==> src/design/dltq_pkg.sv <==
// ----------------------------------------------------------------------------
// dltq_pkg
// Types and codes shared by the delta list timer queue and its slot memory.
// ----------------------------------------------------------------------------
package dltq_pkg;

    // Default number of timer slots
    localparam int TIMER_SLOTS_DEF = 16;
    // Most expiries reported by one tick
    localparam int MAX_RESULTS = 16;

    // Request codes
    localparam logic [1:0] REQ_START  = 2'd0;
    localparam logic [1:0] REQ_CANCEL = 2'd1;
    localparam logic [1:0] REQ_TICK   = 2'd2;

    // Status codes
    localparam logic [2:0] STS_INSERTED  = 3'd0;
    localparam logic [2:0] STS_DUPLICATE = 3'd1;
    localparam logic [2:0] STS_FULL      = 3'd2;
    localparam logic [2:0] STS_CANCELLED = 3'd3;
    localparam logic [2:0] STS_NOT_FOUND = 3'd4;
    localparam logic [2:0] STS_EXPIRED   = 3'd5;
    localparam logic [2:0] STS_NONE      = 3'd6;

    // Input beat
    typedef struct packed {
        logic [1:0]  req_type;
        logic [15:0] session;
        logic [31:0] seq_num;
        logic [31:0] delay_ticks;
        logic [15:0] elapsed_ticks;
    } t_in_item;

    // Result beat
    typedef struct packed {
        logic [2:0]  status;
        logic [15:0] exp_session;
        logic [31:0] exp_seq;
        logic        last;
    } t_out_item;

    // One slot of the delta list
    typedef struct packed {
        logic [15:0] session;
        logic [31:0] seq;
        logic [31:0] delta;
    } t_slot;

endpackage

==> src/design/dltq_ram.sv <==
// ----------------------------------------------------------------------------
// dltq_ram
// Slot memory: one write port, one read port with registered read data.
// ----------------------------------------------------------------------------
module dltq_ram #(
    parameter int DEPTH = dltq_pkg::TIMER_SLOTS_DEF,
    parameter int AW    = 4
) (
    input  logic                i_clk,
    input  logic                i_we,
    input  logic [AW-1:0]       i_waddr,
    input  dltq_pkg::t_slot     i_wdata,
    input  logic [AW-1:0]       i_raddr,
    output dltq_pkg::t_slot     o_rdata
);

    dltq_pkg::t_slot r_mem [DEPTH];

    // Write, and read with registered read data
    always_ff @(posedge i_clk) begin
        if (i_we) begin
            r_mem[i_waddr] <= i_wdata;
        end
        o_rdata <= r_mem[i_raddr];
    end

endmodule

==> src/design/delta_list_timer_queue.sv <==
// ----------------------------------------------------------------------------
// delta_list_timer_queue
// Sorted delta list of timers held in one slot memory and walked by a
// sequencer: start, cancel and tick requests.
// ----------------------------------------------------------------------------
// Sequence: start and cancel scan all N live slots, then shift the tail
//   one slot per cycle; the result beat comes at the end of the scan. A
//   tick walks the due slots, then moves the survivors down one per cycle.
// Throughput: one request at a time; busy stays high for the whole walk, as
//   every step goes through the single memory read port.
// Reset: synchronous, clears the slot count and the sequencer; the memory
//   is not cleared. Results are strobes and cannot be stalled.
// ----------------------------------------------------------------------------
module delta_list_timer_queue #(
    parameter int TIMER_SLOTS = dltq_pkg::TIMER_SLOTS_DEF
) (
    input  logic                i_clk,
    input  logic                i_rst_n,
    input  logic                start,
    input  dltq_pkg::t_in_item  i_req,
    output logic                busy,
    output logic                o_res_valid,
    output dltq_pkg::t_out_item o_res
);

    localparam int AW = (TIMER_SLOTS > 1) ? $clog2(TIMER_SLOTS) : 1;
    localparam int CW = $clog2(TIMER_SLOTS + 1);
    localparam logic [CW-1:0] SLOTS_C = CW'(TIMER_SLOTS);

    typedef enum logic [5:0] {
        S_IDLE = 6'b000001,
        S_SCAN = 6'b000010,
        S_WALK = 6'b000100,
        S_UP   = 6'b001000,
        S_PUT  = 6'b010000,
        S_DN   = 6'b100000
    } t_state;

    t_state              r_state, n_state;
    logic [1:0]          r_op, n_op;
    logic [15:0]         r_ses, n_ses;
    logic [31:0]         r_seq, n_seq;
    logic [31:0]         r_delay, n_delay;
    logic [15:0]         r_over, n_over;
    logic [CW-1:0]       r_count, n_count;
    logic [CW-1:0]       r_idx, n_idx;
    logic                r_pv, n_pv;
    logic [CW-1:0]       r_pidx, n_pidx;
    logic                r_found, n_found;
    logic [CW-1:0]       r_pos, n_pos;
    logic [31:0]         r_fdelta, n_fdelta;
    logic                r_placed, n_placed;
    logic [CW-1:0]       r_ins, n_ins;
    logic [CW-1:0]       r_due, n_due;
    logic                r_stop, n_stop;
    logic                r_hold_v, n_hold_v;
    logic [15:0]         r_hold_ses, n_hold_ses;
    logic [31:0]         r_hold_seq, n_hold_seq;
    logic                r_issue, n_issue;
    logic [CW-1:0]       r_lo, n_lo;
    logic [CW-1:0]       r_hi, n_hi;
    logic [CW-1:0]       r_off, n_off;
    logic                r_o_valid, n_o_valid;
    dltq_pkg::t_out_item r_o_res, n_o_res;

    logic                w_issue;
    logic                w_we;
    logic [AW-1:0]       w_waddr;
    dltq_pkg::t_slot     w_wdata;
    dltq_pkg::t_slot     w_rdata;
    logic [CW-1:0]       w_ins_pos;
    logic [CW-1:0]       w_n;
    logic [32:0]         w_sum;
    logic                w_match;

    dltq_ram #(
        .DEPTH (TIMER_SLOTS),
        .AW    (AW)
    ) u_ram (
        .i_clk   (i_clk),
        .i_we    (w_we),
        .i_waddr (w_waddr),
        .i_wdata (w_wdata),
        .i_raddr (r_idx[AW-1:0]),
        .o_rdata (w_rdata)
    );

    // Helpers from the read data
    assign w_match   = (w_rdata.session == r_ses) && (w_rdata.seq == r_seq);
    assign w_sum     = {1'b0, w_rdata.delta} + {1'b0, r_fdelta};
    assign w_ins_pos = r_placed ? r_ins : r_count;
    assign w_n       = (32'(r_due) < 32'(dltq_pkg::MAX_RESULTS)) ? r_due
                                                              : CW'(dltq_pkg::MAX_RESULTS);

    // Sequencer
    always_comb begin
        n_state    = r_state;
        n_op       = r_op;
        n_ses      = r_ses;
        n_seq      = r_seq;
        n_delay    = r_delay;
        n_over     = r_over;
        n_count    = r_count;
        n_idx      = r_idx;
        n_pv       = 1'b0;
        n_pidx     = r_idx;
        n_found    = r_found;
        n_pos      = r_pos;
        n_fdelta   = r_fdelta;
        n_placed   = r_placed;
        n_ins      = r_ins;
        n_due      = r_due;
        n_stop     = r_stop;
        n_hold_v   = r_hold_v;
        n_hold_ses = r_hold_ses;
        n_hold_seq = r_hold_seq;
        n_issue    = r_issue;
        n_lo       = r_lo;
        n_hi       = r_hi;
        n_off      = r_off;
        n_o_valid  = 1'b0;
        n_o_res    = '0;
        w_issue    = 1'b0;
        w_we       = 1'b0;
        w_waddr    = r_pidx[AW-1:0];
        w_wdata    = w_rdata;

        unique case (r_state)
            S_IDLE: begin
                if (start) begin
                    n_op     = i_req.req_type;
                    n_ses    = i_req.session;
                    n_seq    = i_req.seq_num;
                    n_delay  = i_req.delay_ticks;
                    n_over   = i_req.elapsed_ticks;
                    n_idx    = '0;
                    n_found  = 1'b0;
                    n_placed = 1'b0;
                    n_due    = '0;
                    n_stop   = 1'b0;
                    n_hold_v = 1'b0;
                    if (i_req.req_type == dltq_pkg::REQ_START ||
                        i_req.req_type == dltq_pkg::REQ_CANCEL) begin
                        n_state = S_SCAN;
                    end else if (i_req.req_type == dltq_pkg::REQ_TICK) begin
                        n_state = S_WALK;
                    end
                end
            end
            S_SCAN: begin
                // Read every live slot, one per cycle
                w_issue = (r_idx < r_count);
                n_pv    = w_issue;
                if (w_issue) begin
                    n_idx = r_idx + 1'b1;
                end
                if (r_pv) begin
                    if (w_match && !r_found) begin
                        n_found  = 1'b1;
                        n_pos    = r_pidx;
                        n_fdelta = w_rdata.delta;
                    end
                    if (r_op == dltq_pkg::REQ_START && !r_placed) begin
                        if (r_delay < w_rdata.delta) begin
                            n_placed = 1'b1;
                            n_ins    = r_pidx;
                        end else begin
                            n_delay = r_delay - w_rdata.delta;
                        end
                    end
                end
                if (!w_issue && !r_pv) begin
                    n_o_valid    = 1'b1;
                    n_o_res.last = 1'b1;
                    n_state      = S_IDLE;
                    if (r_op == dltq_pkg::REQ_START) begin
                        n_ins = w_ins_pos;
                        if (r_found) begin
                            n_o_res.status = dltq_pkg::STS_DUPLICATE;
                        end else if (r_count == SLOTS_C) begin
                            n_o_res.status = dltq_pkg::STS_FULL;
                        end else begin
                            n_o_res.status = dltq_pkg::STS_INSERTED;
                            if (w_ins_pos < r_count) begin
                                n_state = S_UP;
                                n_idx   = r_count - 1'b1;
                                n_lo    = w_ins_pos;
                                n_issue = 1'b1;
                            end else begin
                                n_state = S_PUT;
                            end
                        end
                    end else begin
                        if (!r_found) begin
                            n_o_res.status = dltq_pkg::STS_NOT_FOUND;
                        end else begin
                            n_o_res.status = dltq_pkg::STS_CANCELLED;
                            if (CW'(r_pos + 1'b1) < r_count) begin
                                n_state = S_DN;
                                n_idx   = r_pos + 1'b1;
                                n_hi    = r_count - 1'b1;
                                n_off   = CW'(1);
                                n_issue = 1'b1;
                            end else begin
                                n_count = r_count - 1'b1;
                            end
                        end
                    end
                end
            end
            S_UP: begin
                // Move the tail up by one, from the end towards the gap
                w_issue = r_issue;
                n_pv    = w_issue;
                if (w_issue) begin
                    if (r_idx == r_lo) begin
                        n_issue = 1'b0;
                    end else begin
                        n_idx = r_idx - 1'b1;
                    end
                end
                if (r_pv) begin
                    w_we    = 1'b1;
                    w_waddr = AW'(r_pidx + 1'b1);
                    if (r_pidx == r_ins) begin
                        w_wdata.delta = w_rdata.delta - r_delay;
                    end
                end
                if (!r_issue && !r_pv) begin
                    n_state = S_PUT;
                end
            end
            S_PUT: begin
                w_we          = 1'b1;
                w_waddr       = r_ins[AW-1:0];
                w_wdata.session = r_ses;
                w_wdata.seq   = r_seq;
                w_wdata.delta = r_delay;
                n_count       = r_count + 1'b1;
                n_state       = S_IDLE;
            end
            S_DN: begin
                // Move the tail down by r_off slots
                w_issue = r_issue;
                n_pv    = w_issue;
                if (w_issue) begin
                    if (r_idx == r_hi) begin
                        n_issue = 1'b0;
                    end else begin
                        n_idx = r_idx + 1'b1;
                    end
                end
                if (r_pv) begin
                    w_we    = 1'b1;
                    w_waddr = AW'(r_pidx - r_off);
                    if (r_op == dltq_pkg::REQ_CANCEL && r_pidx == CW'(r_pos + 1'b1)) begin
                        w_wdata.delta = w_sum[32] ? 32'hFFFF_FFFF : w_sum[31:0];
                    end
                end
                if (!r_issue && !r_pv) begin
                    n_count = r_count - r_off;
                    n_state = S_IDLE;
                end
            end
            S_WALK: begin
                // Carry elapsed ticks down the list, reporting due slots
                w_issue = !r_stop && (r_idx < r_count);
                n_pv    = w_issue;
                if (w_issue) begin
                    n_idx = r_idx + 1'b1;
                end
                if (r_pv && !r_stop) begin
                    w_we = 1'b1;
                    if (w_rdata.delta > {16'd0, r_over}) begin
                        w_wdata.delta = w_rdata.delta - {16'd0, r_over};
                        n_stop        = 1'b1;
                    end else begin
                        w_wdata.delta = '0;
                        n_over        = r_over - w_rdata.delta[15:0];
                        n_due         = r_due + 1'b1;
                        if (32'(r_due) < 32'(dltq_pkg::MAX_RESULTS)) begin
                            if (r_hold_v) begin
                                n_o_valid           = 1'b1;
                                n_o_res.status      = dltq_pkg::STS_EXPIRED;
                                n_o_res.exp_session = r_hold_ses;
                                n_o_res.exp_seq     = r_hold_seq;
                            end
                            n_hold_v   = 1'b1;
                            n_hold_ses = w_rdata.session;
                            n_hold_seq = w_rdata.seq;
                        end
                    end
                end
                if (!w_issue && !r_pv) begin
                    n_o_valid    = 1'b1;
                    n_o_res.last = 1'b1;
                    n_state      = S_IDLE;
                    if (r_hold_v) begin
                        n_o_res.status      = dltq_pkg::STS_EXPIRED;
                        n_o_res.exp_session = r_hold_ses;
                        n_o_res.exp_seq     = r_hold_seq;
                        if (w_n < r_count) begin
                            n_state = S_DN;
                            n_idx   = w_n;
                            n_hi    = r_count - 1'b1;
                            n_off   = w_n;
                            n_issue = 1'b1;
                        end else begin
                            n_count = r_count - w_n;
                        end
                    end else begin
                        n_o_res.status = dltq_pkg::STS_NONE;
                    end
                end
            end
            default: begin
                n_state = S_IDLE;
            end
        endcase
    end

    // Control registers
    always_ff @(posedge i_clk) begin
        if (!i_rst_n) begin
            r_state   <= S_IDLE;
            r_count   <= '0;
            r_pv      <= 1'b0;
            r_o_valid <= 1'b0;
        end else begin
            r_state   <= n_state;
            r_count   <= n_count;
            r_pv      <= n_pv;
            r_o_valid <= n_o_valid;
        end
    end

    // Working registers
    always_ff @(posedge i_clk) begin
        r_op       <= n_op;
        r_ses      <= n_ses;
        r_seq      <= n_seq;
        r_delay    <= n_delay;
        r_over     <= n_over;
        r_idx      <= n_idx;
        r_pidx     <= n_pidx;
        r_found    <= n_found;
        r_pos      <= n_pos;
        r_fdelta   <= n_fdelta;
        r_placed   <= n_placed;
        r_ins      <= n_ins;
        r_due      <= n_due;
        r_stop     <= n_stop;
        r_hold_v   <= n_hold_v;
        r_hold_ses <= n_hold_ses;
        r_hold_seq <= n_hold_seq;
        r_issue    <= n_issue;
        r_lo       <= n_lo;
        r_hi       <= n_hi;
        r_off      <= n_off;
        r_o_res    <= n_o_res;
    end

    assign busy        = (r_state != S_IDLE);
    assign o_res_valid = r_o_valid;
    assign o_res       = r_o_res;

    // Checks
    a_count_range: assert property (@(posedge i_clk) disable iff (!i_rst_n)
        r_count <= SLOTS_C)
        else $error("slot count above capacity");

    a_none_last: assert property (@(posedge i_clk) disable iff (!i_rst_n)
        (o_res_valid && o_res.status == dltq_pkg::STS_NONE) |-> o_res.last)
        else $error("none-expired beat without last");

    a_put_grows: assert property (@(posedge i_clk) disable iff (!i_rst_n)
        (r_state == S_PUT) |=> (r_count == CW'($past(r_count) + 1'b1)))
        else $error("insert did not grow the list");

    a_idle_stable: assert property (@(posedge i_clk) disable iff (!i_rst_n)
        (r_state == S_IDLE && !start) |=> $stable(r_count))
        else $error("slot count moved while idle");

endmodule

==> config.mk <==
export PLATFORM = sky130hd
export DESIGN_NAME = delta_list_timer_queue
export DESIGN_NICKNAME = d
export VERILOG_FILES = /design/src/design/dltq_pkg.sv /design/src/design/dltq_ram.sv /design/src/design/delta_list_timer_queue.sv
export SDC_FILE = /design/constraint.sdc
export NUM_CORES = 2
export LEC_CHECK = 0
export BUFFER_PORTS_ARGS = -buffer_cell sky130_fd_sc_hd__buf_2
export CAP_MARGIN = 20
export CELL_PAD_IN_SITES_DETAIL_PLACEMENT = 1
export CELL_PAD_IN_SITES_GLOBAL_PLACEMENT = 1
export CORE_MARGIN = 2
export CORE_UTILIZATION = 50
export CTS_CLUSTER_DIAMETER = 100
export DETAILED_ROUTE_END_ITERATION = 8
export GPL_TIMING_DRIVEN = 0
export PLACE_DENSITY_LB_ADDON = 0.15
export SETUP_SLACK_MARGIN = 0.1
export SLEW_MARGIN = 20
export SYNTH_ARGS = -nofsm -noshare
export SYNTH_HDL_FRONTEND = slang
export SYNTH_HIERARCHICAL = 1
export SYNTH_SLANG_ARGS = --single-unit
export TNS_END_PERCENT = 100
==> constraint.sdc <==
create_clock -name i_clk -period 9.3 [get_ports i_clk]
set_input_delay 0.93 -clock i_clk [delete_from_list [all_inputs] [get_ports i_clk]]
set_output_delay 0.93 -clock i_clk [all_outputs]
set_load 0.02 [all_outputs]
Word-level counts from Yosys, hierarchy flattened
Memories as Yosys holds them, arrays and structs flattened. A register that Yosys moved wholly into a read port is not among the register bits.
Index checks and enable logic that the tools add are counted.

operators by class
  mux-type cells = 147
  equal/unequal tests = 48
  reductions and logical operators = 41
  add/sub/neg operators = 15
  $lt $le $gt $ge = 7
  bitwise operators = 3

operators with widths
  cell                 count
  $mux 32              11
  $mux 5               51
  $mux 51              4
  $pmux 32 s4          1
  $mux 48              2
  $mux 6               12
  $pmux 32 s2          1
  $sub 32x32->32       2
  $mux 52              1
  $ne 2x2->1 const B   25
  $mux 16              3
  $mux 1               35
  $add 32x32->33       1
  $eq 32x32->1         1
  $gt 32x16->1         1
  $lt 32x32->1         1
  $pmux 16 s2          1
  $sub 32x16->32       1
  $pmux 5 s2           3
  $pmux 6 s5           1
  $pmux 5 s5           1
  $add 5x1->5 const B  4
  $eq 5x5->1           4
  $lt 5x5->1           4
  other kinds (44)     90

word-level totals
  word-level logic and storage cells = 291
  bits in writable memories = 1280
  memories kept = 1
  flip-flop bits (word level) = 288
  input bits = 101
  output and inout port bits = 54

memory list
  memory       depth  width  read ports  clocked after Yosys merged registers in  wr ports  RTL line        source
  u_ram.r_mem  16     80     1           1                                        1         dltq_ram.sv:17  dltq_pkg::t_slot r_mem [DEPTH];

Logic depth before layout (Yosys ltp)
  word-level depth = 8
  gate-level depth with buffers = 15
  mapped depth without buffers = 14

Hierarchy
Netlist, hierarchy kept.

by module, submodules not included
  module                  cells an instance  sequential area each (sq um)  area each (sq um)  times used
  dltq_ram                2054               40038.4                       49422.4            1
  delta_list_timer_queue  2347               7947.6                        20991.4            1

Least setup slack after synthesis
Ideal clock, no wire load.

  kind = reg-to-reg
  start point = reg r_state[0]
  end point = mem u_ram/r_mem[0][0] in the netlist's numbering, enable pin
  setup slack = 908 ps
  data required time = 8684 ps
  buffers on the path = 2
  cell stages (with the launch flop) = 11
  arrival time = 7776 ps
  period minus slack after synthesis = 8392 ps
  library setup time = 616 ps
  cell sequence = dfxtp_1 clkbuf_1 nor2_1 nand2_1 nor3b_2 clkbuf_1 o21ai_0 a221oi_1 o21ai_0 or3b_2 nor3_1

between the ends
  elaborated cells between the ends (all ways) = 9
  classes of those cells = 4 x eq/ne; 4 x mux; 1 x reduce/logical

RTL lines
  item                                      RTL line                       source
  start, declared                           delta_list_timer_queue.sv:39   t_state r_state, n_state;
  start signal, assigned                    delta_list_timer_queue.sv:330  r_state <= n_state;
  $eq 6x6->1, or another cell as far along  delta_list_timer_queue.sv:128  unique case (r_state)
  $pmux 4 s3 *                              delta_list_timer_queue.sv:128
  net w_waddr[3]                            delta_list_timer_queue.sv:68   logic [AW-1:0] w_waddr;
  end, declared                             dltq_ram.sv:17

Mark *: on every way through the listed nets, which the timed path passes. The rest lies on a longest branch.

Final worst setup path
  start point = reg r_state[0]
  end point = mem u_ram/r_mem[3][46] in the netlist's numbering, enable pin

Same word-level chain as after synthesis.

==> flow_summary.ini <==
[timing]
report.final.slew_viol_count = 0
fin_skew_ps = 70.4
whs_ps = 281
fmax_mhz = 161
finalHoldViolCount = 0
timing.slew.headroom_pct = 15.4
setup_viol_count_final = 0
tightest_slew_ps = 1270
min_period_ps = 6190
rsz0062_at_grt = no
period_share_pct = 66.6

[floorplan]
start_util_pct = 50.4
core-area_um2 = 140000
die_y_um = 379
die_x_um = 379
io_pins = 155
row_count = 137
die_area_um2 = 144000

[synthesis]
netlist_area_um2 = 70400
ys.flop_type = edfxtp_1
ys_ff_latch = 1648
synthSimpleGateAreaFrac_pct = 5.60
synthMuxAreaShare_pct = 10.4
synth_xor_area_share_pct = 2.53
synth.most_common_cell = edfxtp_1
yosys.area.top_type = edfxtp_1
async_reset_ff_share_pct = 0
syn_avg_cell_area_um2 = 16.0
synth_top_family_by_area = multiplexers
synth-adder-area-share_pct = 3.02
synth-compound-area-share_pct = 8.06
synth.net_count = 4667
yosys_warnings = 6
synthTopCellsByCount = edfxtp_1 (1498), nand2_1 (402), mux4_2 (320)
synth.distinct_cells = 101
netlist_instances = 4401
ys_seq_area_share_pct = 68.1
ys_top_cells_by_area = edfxtp_1 (64%), mux4_2 (10%), dfxtp_1 (4.3%)
synth_edf_count = 1498
yosysTopAreaCellShare_pct = 63.9

[global_route]
overflow = 0
top_usage_layer = met2
track_usage_pct = 30.0
antenna_found_initial = 3
grt_max_degree = 45
grt_pass1_vias = 44400
grt_util_met2_pct = 49.6
grtUsageMet3_pct = 4.52
grt_util_met1_pct = 40.3
grt_pass1_wl_um = 309000

[clocking]
clkSinkCount = 1648
cts_tree = built
post_cts_resized = 0
clockRootBuffer = clkbuf_16
numCtsBuffers = 169
clkSlewWorstSetupHoldPaths_ps = 60
htree_num_levels = 4
ctsHoldBuffers = 0
insertion_delay_ps = 830
cts_max_path_buffers = 3
cts_setup_buffers = 0

[placement]
dpl_cell_area_um2 = 75800
portBuffers = 153
gp_congestion = 0.939
dp.cells = 6564
dp_hpwl_um = 148000

[detailed_routing]
detail-route-antenna-nets = 0
drc = 0
routed_wl_um = 213000
wire_per_inst_um = 31.0
via_per_inst = 6.17
vias = 42500
drt-pass1-iter-count = 6
drtIter0Drc = 4497

[hold_path]
hp-class = primary input to flop
min_to = r_ses[6]
min-delay-start = i_req[86]
hold_depth = 1

[critical_path]
critPathLaunchType = flop
path_max_fanout = 16
r2r_cells = 15
reg2reg_slack_ps = 3110
worst-endpoint-arrival_ps = 6700
r2r-end = u_ram/r_mem[3][46]
critPathKind = flop to flop
crit_path_end_kind = flop
timing.rr.start = r_state[0]
worst_ep_required_time_ps = 9810

[power]
comb_power_share_pct = 35.0
p_leak_nw = 28.1
p_switching_mw = 9.31
powerDensity_nw_per_um2 = 317
intPower_mw = 16.5
p_clk_share_pct = 26.4
seqPwrFrac_pct = 38.6
swShare_pct = 36.1
ir_drop_uv = 205
p_total_mw = 25.8

[final_layout]
final_nets = 5129
final_area_um2 = 81400
layout-drive-gt1-share_pct = 20.3
postLayoutCoreUtil_pct = 58.3
fin_cells = 6885
synthToLayoutAreaGrowth_pct = 15.6

[run_status]
outcome = complete, no violations

[run]
maxCapViolCount = 0
==> critical path, cell delays in order, from the launching register on <==
cell	delay (ps)
dfxtp_1	300
clkbuf_1	180
nor2_1	240
nand2_1	120
nor3b_2	470
clkbuf_1	580
clkbuf_1	850
buf_2	590
nand2_1	120
o211ai_1	410
nand2_1	470
nor2_4	690
buf_12	280
buf_16	200
buf_16	190
buf_16	170
==> kinds of logic (layout without fill, tap and decap cells) <==
| kind of cell | after synthesis | in the layout |
|---|---|---|
| flops | 1648 | 1648 |
| compound gates | 844 | 844 |
| simple gates | 844 | 844 |
| buf+inv | 364 | 969 |
| mux | 333 | 333 |
| xor+xnor | 203 | 203 |
| fa+ha+maj | 165 | 165 |
| other cells | 0 | 3 |
==> per-layer routing <==
layer	routed length (um)	part of all wire (%)
met4	8910	4.2
met5	0	0
met2	104000	49
met1	85800	40
met3	14700	6.9
==> metrics by stage <==
step,setup TNS [ps],setup WS [ps]
finish,0,3110
global placement,-5501060,-8150
global route,0,3000
floorplan,0,908
CTS,0,3110
detailed placement,0,3160
==> layout by cell type, fill, tap and decap left out, drive strengths merged, types with 13 or more instances in the layout <==
cell type  synthesis  layout
edfxtp          1498    1498
nand2            403     403
buf              114     401
clkbuf           115     342
mux4             320     320
o21ai            187     187
a21oi            174     174
a22oi            173     173
ha               157     157
dfxtp            150     150
nor2             145     145
inv              135     141
xnor2            127     127
xor2              76      76
clkinv             0      65
a21o              61      61
and2              59      59
nand3             47      47
nor3              38      38
nand4             34      34
o211ai            29      29
nor4              23      23
nor2b             21      21
a211oi            21      21
o21a              20      20
o21bai            18      18
a31oi             18      18
nand2b            17      17
a222oi            15      15
bufinv             0      14
o31ai             13      13
a21boi            13      13
a221oi            13      13
==> area by class of cell <==
class | instances | area, um^2
diodes | 3 | 7.51
plain buffers | 229 | 1070
clock buffers | 223 | 4540
clock inverters | 91 | 1000
fillers | 12800 | 58300
inverters | 135 | 509
multi-input cells | 2389 | 21100
flip-flops and latches | 1648 | 48000
well taps | 1876 | 2350
repair buffers | 291 | 2860
==> worst max-delay path by stage <==
stage / end / slack (ps) / start / depth (start not counted)
after floorplan: u_ram/r_mem[0][0] / 910 / r_state[0] / 10
after detailed placement: u_ram/r_mem[3][40] / 3160 / r_state[0] / 15
after global placement: u_ram/r_mem[0][36] / -8150 / r_state[0] / 10
after global routing: u_ram/r_mem[3][46] / 3000 / r_state[0] / 15
final: u_ram/r_mem[3][46] / 3110 / r_state[0] / 15
after CTS: u_ram/r_mem[3][46] / 3110 / r_state[0] / 15
==> power by group through the flow <==
stage	logic (mW)	registers, mW	clock network, mW
detailed placement	8.90	10.1	0
finish	9.04	9.96	6.80
CTS	8.99	9.95	6.89
global placement	8.58	10.1	0
global route	9.74	10.0	7.14
floorplan	5.95	9.82	0
==> flip-flops by register name, summed over array words and instances (netlist names), 2 cells and up <==
register and cells:
n_pidx 5, r_seq 32, r_hi 5, u_ram/r_mem 1280
r_ses 16, r_hold_seq 32, r_over 16, r_ins 5
r_pos 5, r_delay 32, r_due 5, r_fdelta 32
o_res 52, r_count 5, r_state 6, r_lo 5
r_pidx 5, r_op 2, u_ram/o_rdata 80, r_hold_ses 16
r_off 5
Power figures use the tool's default switching activity.
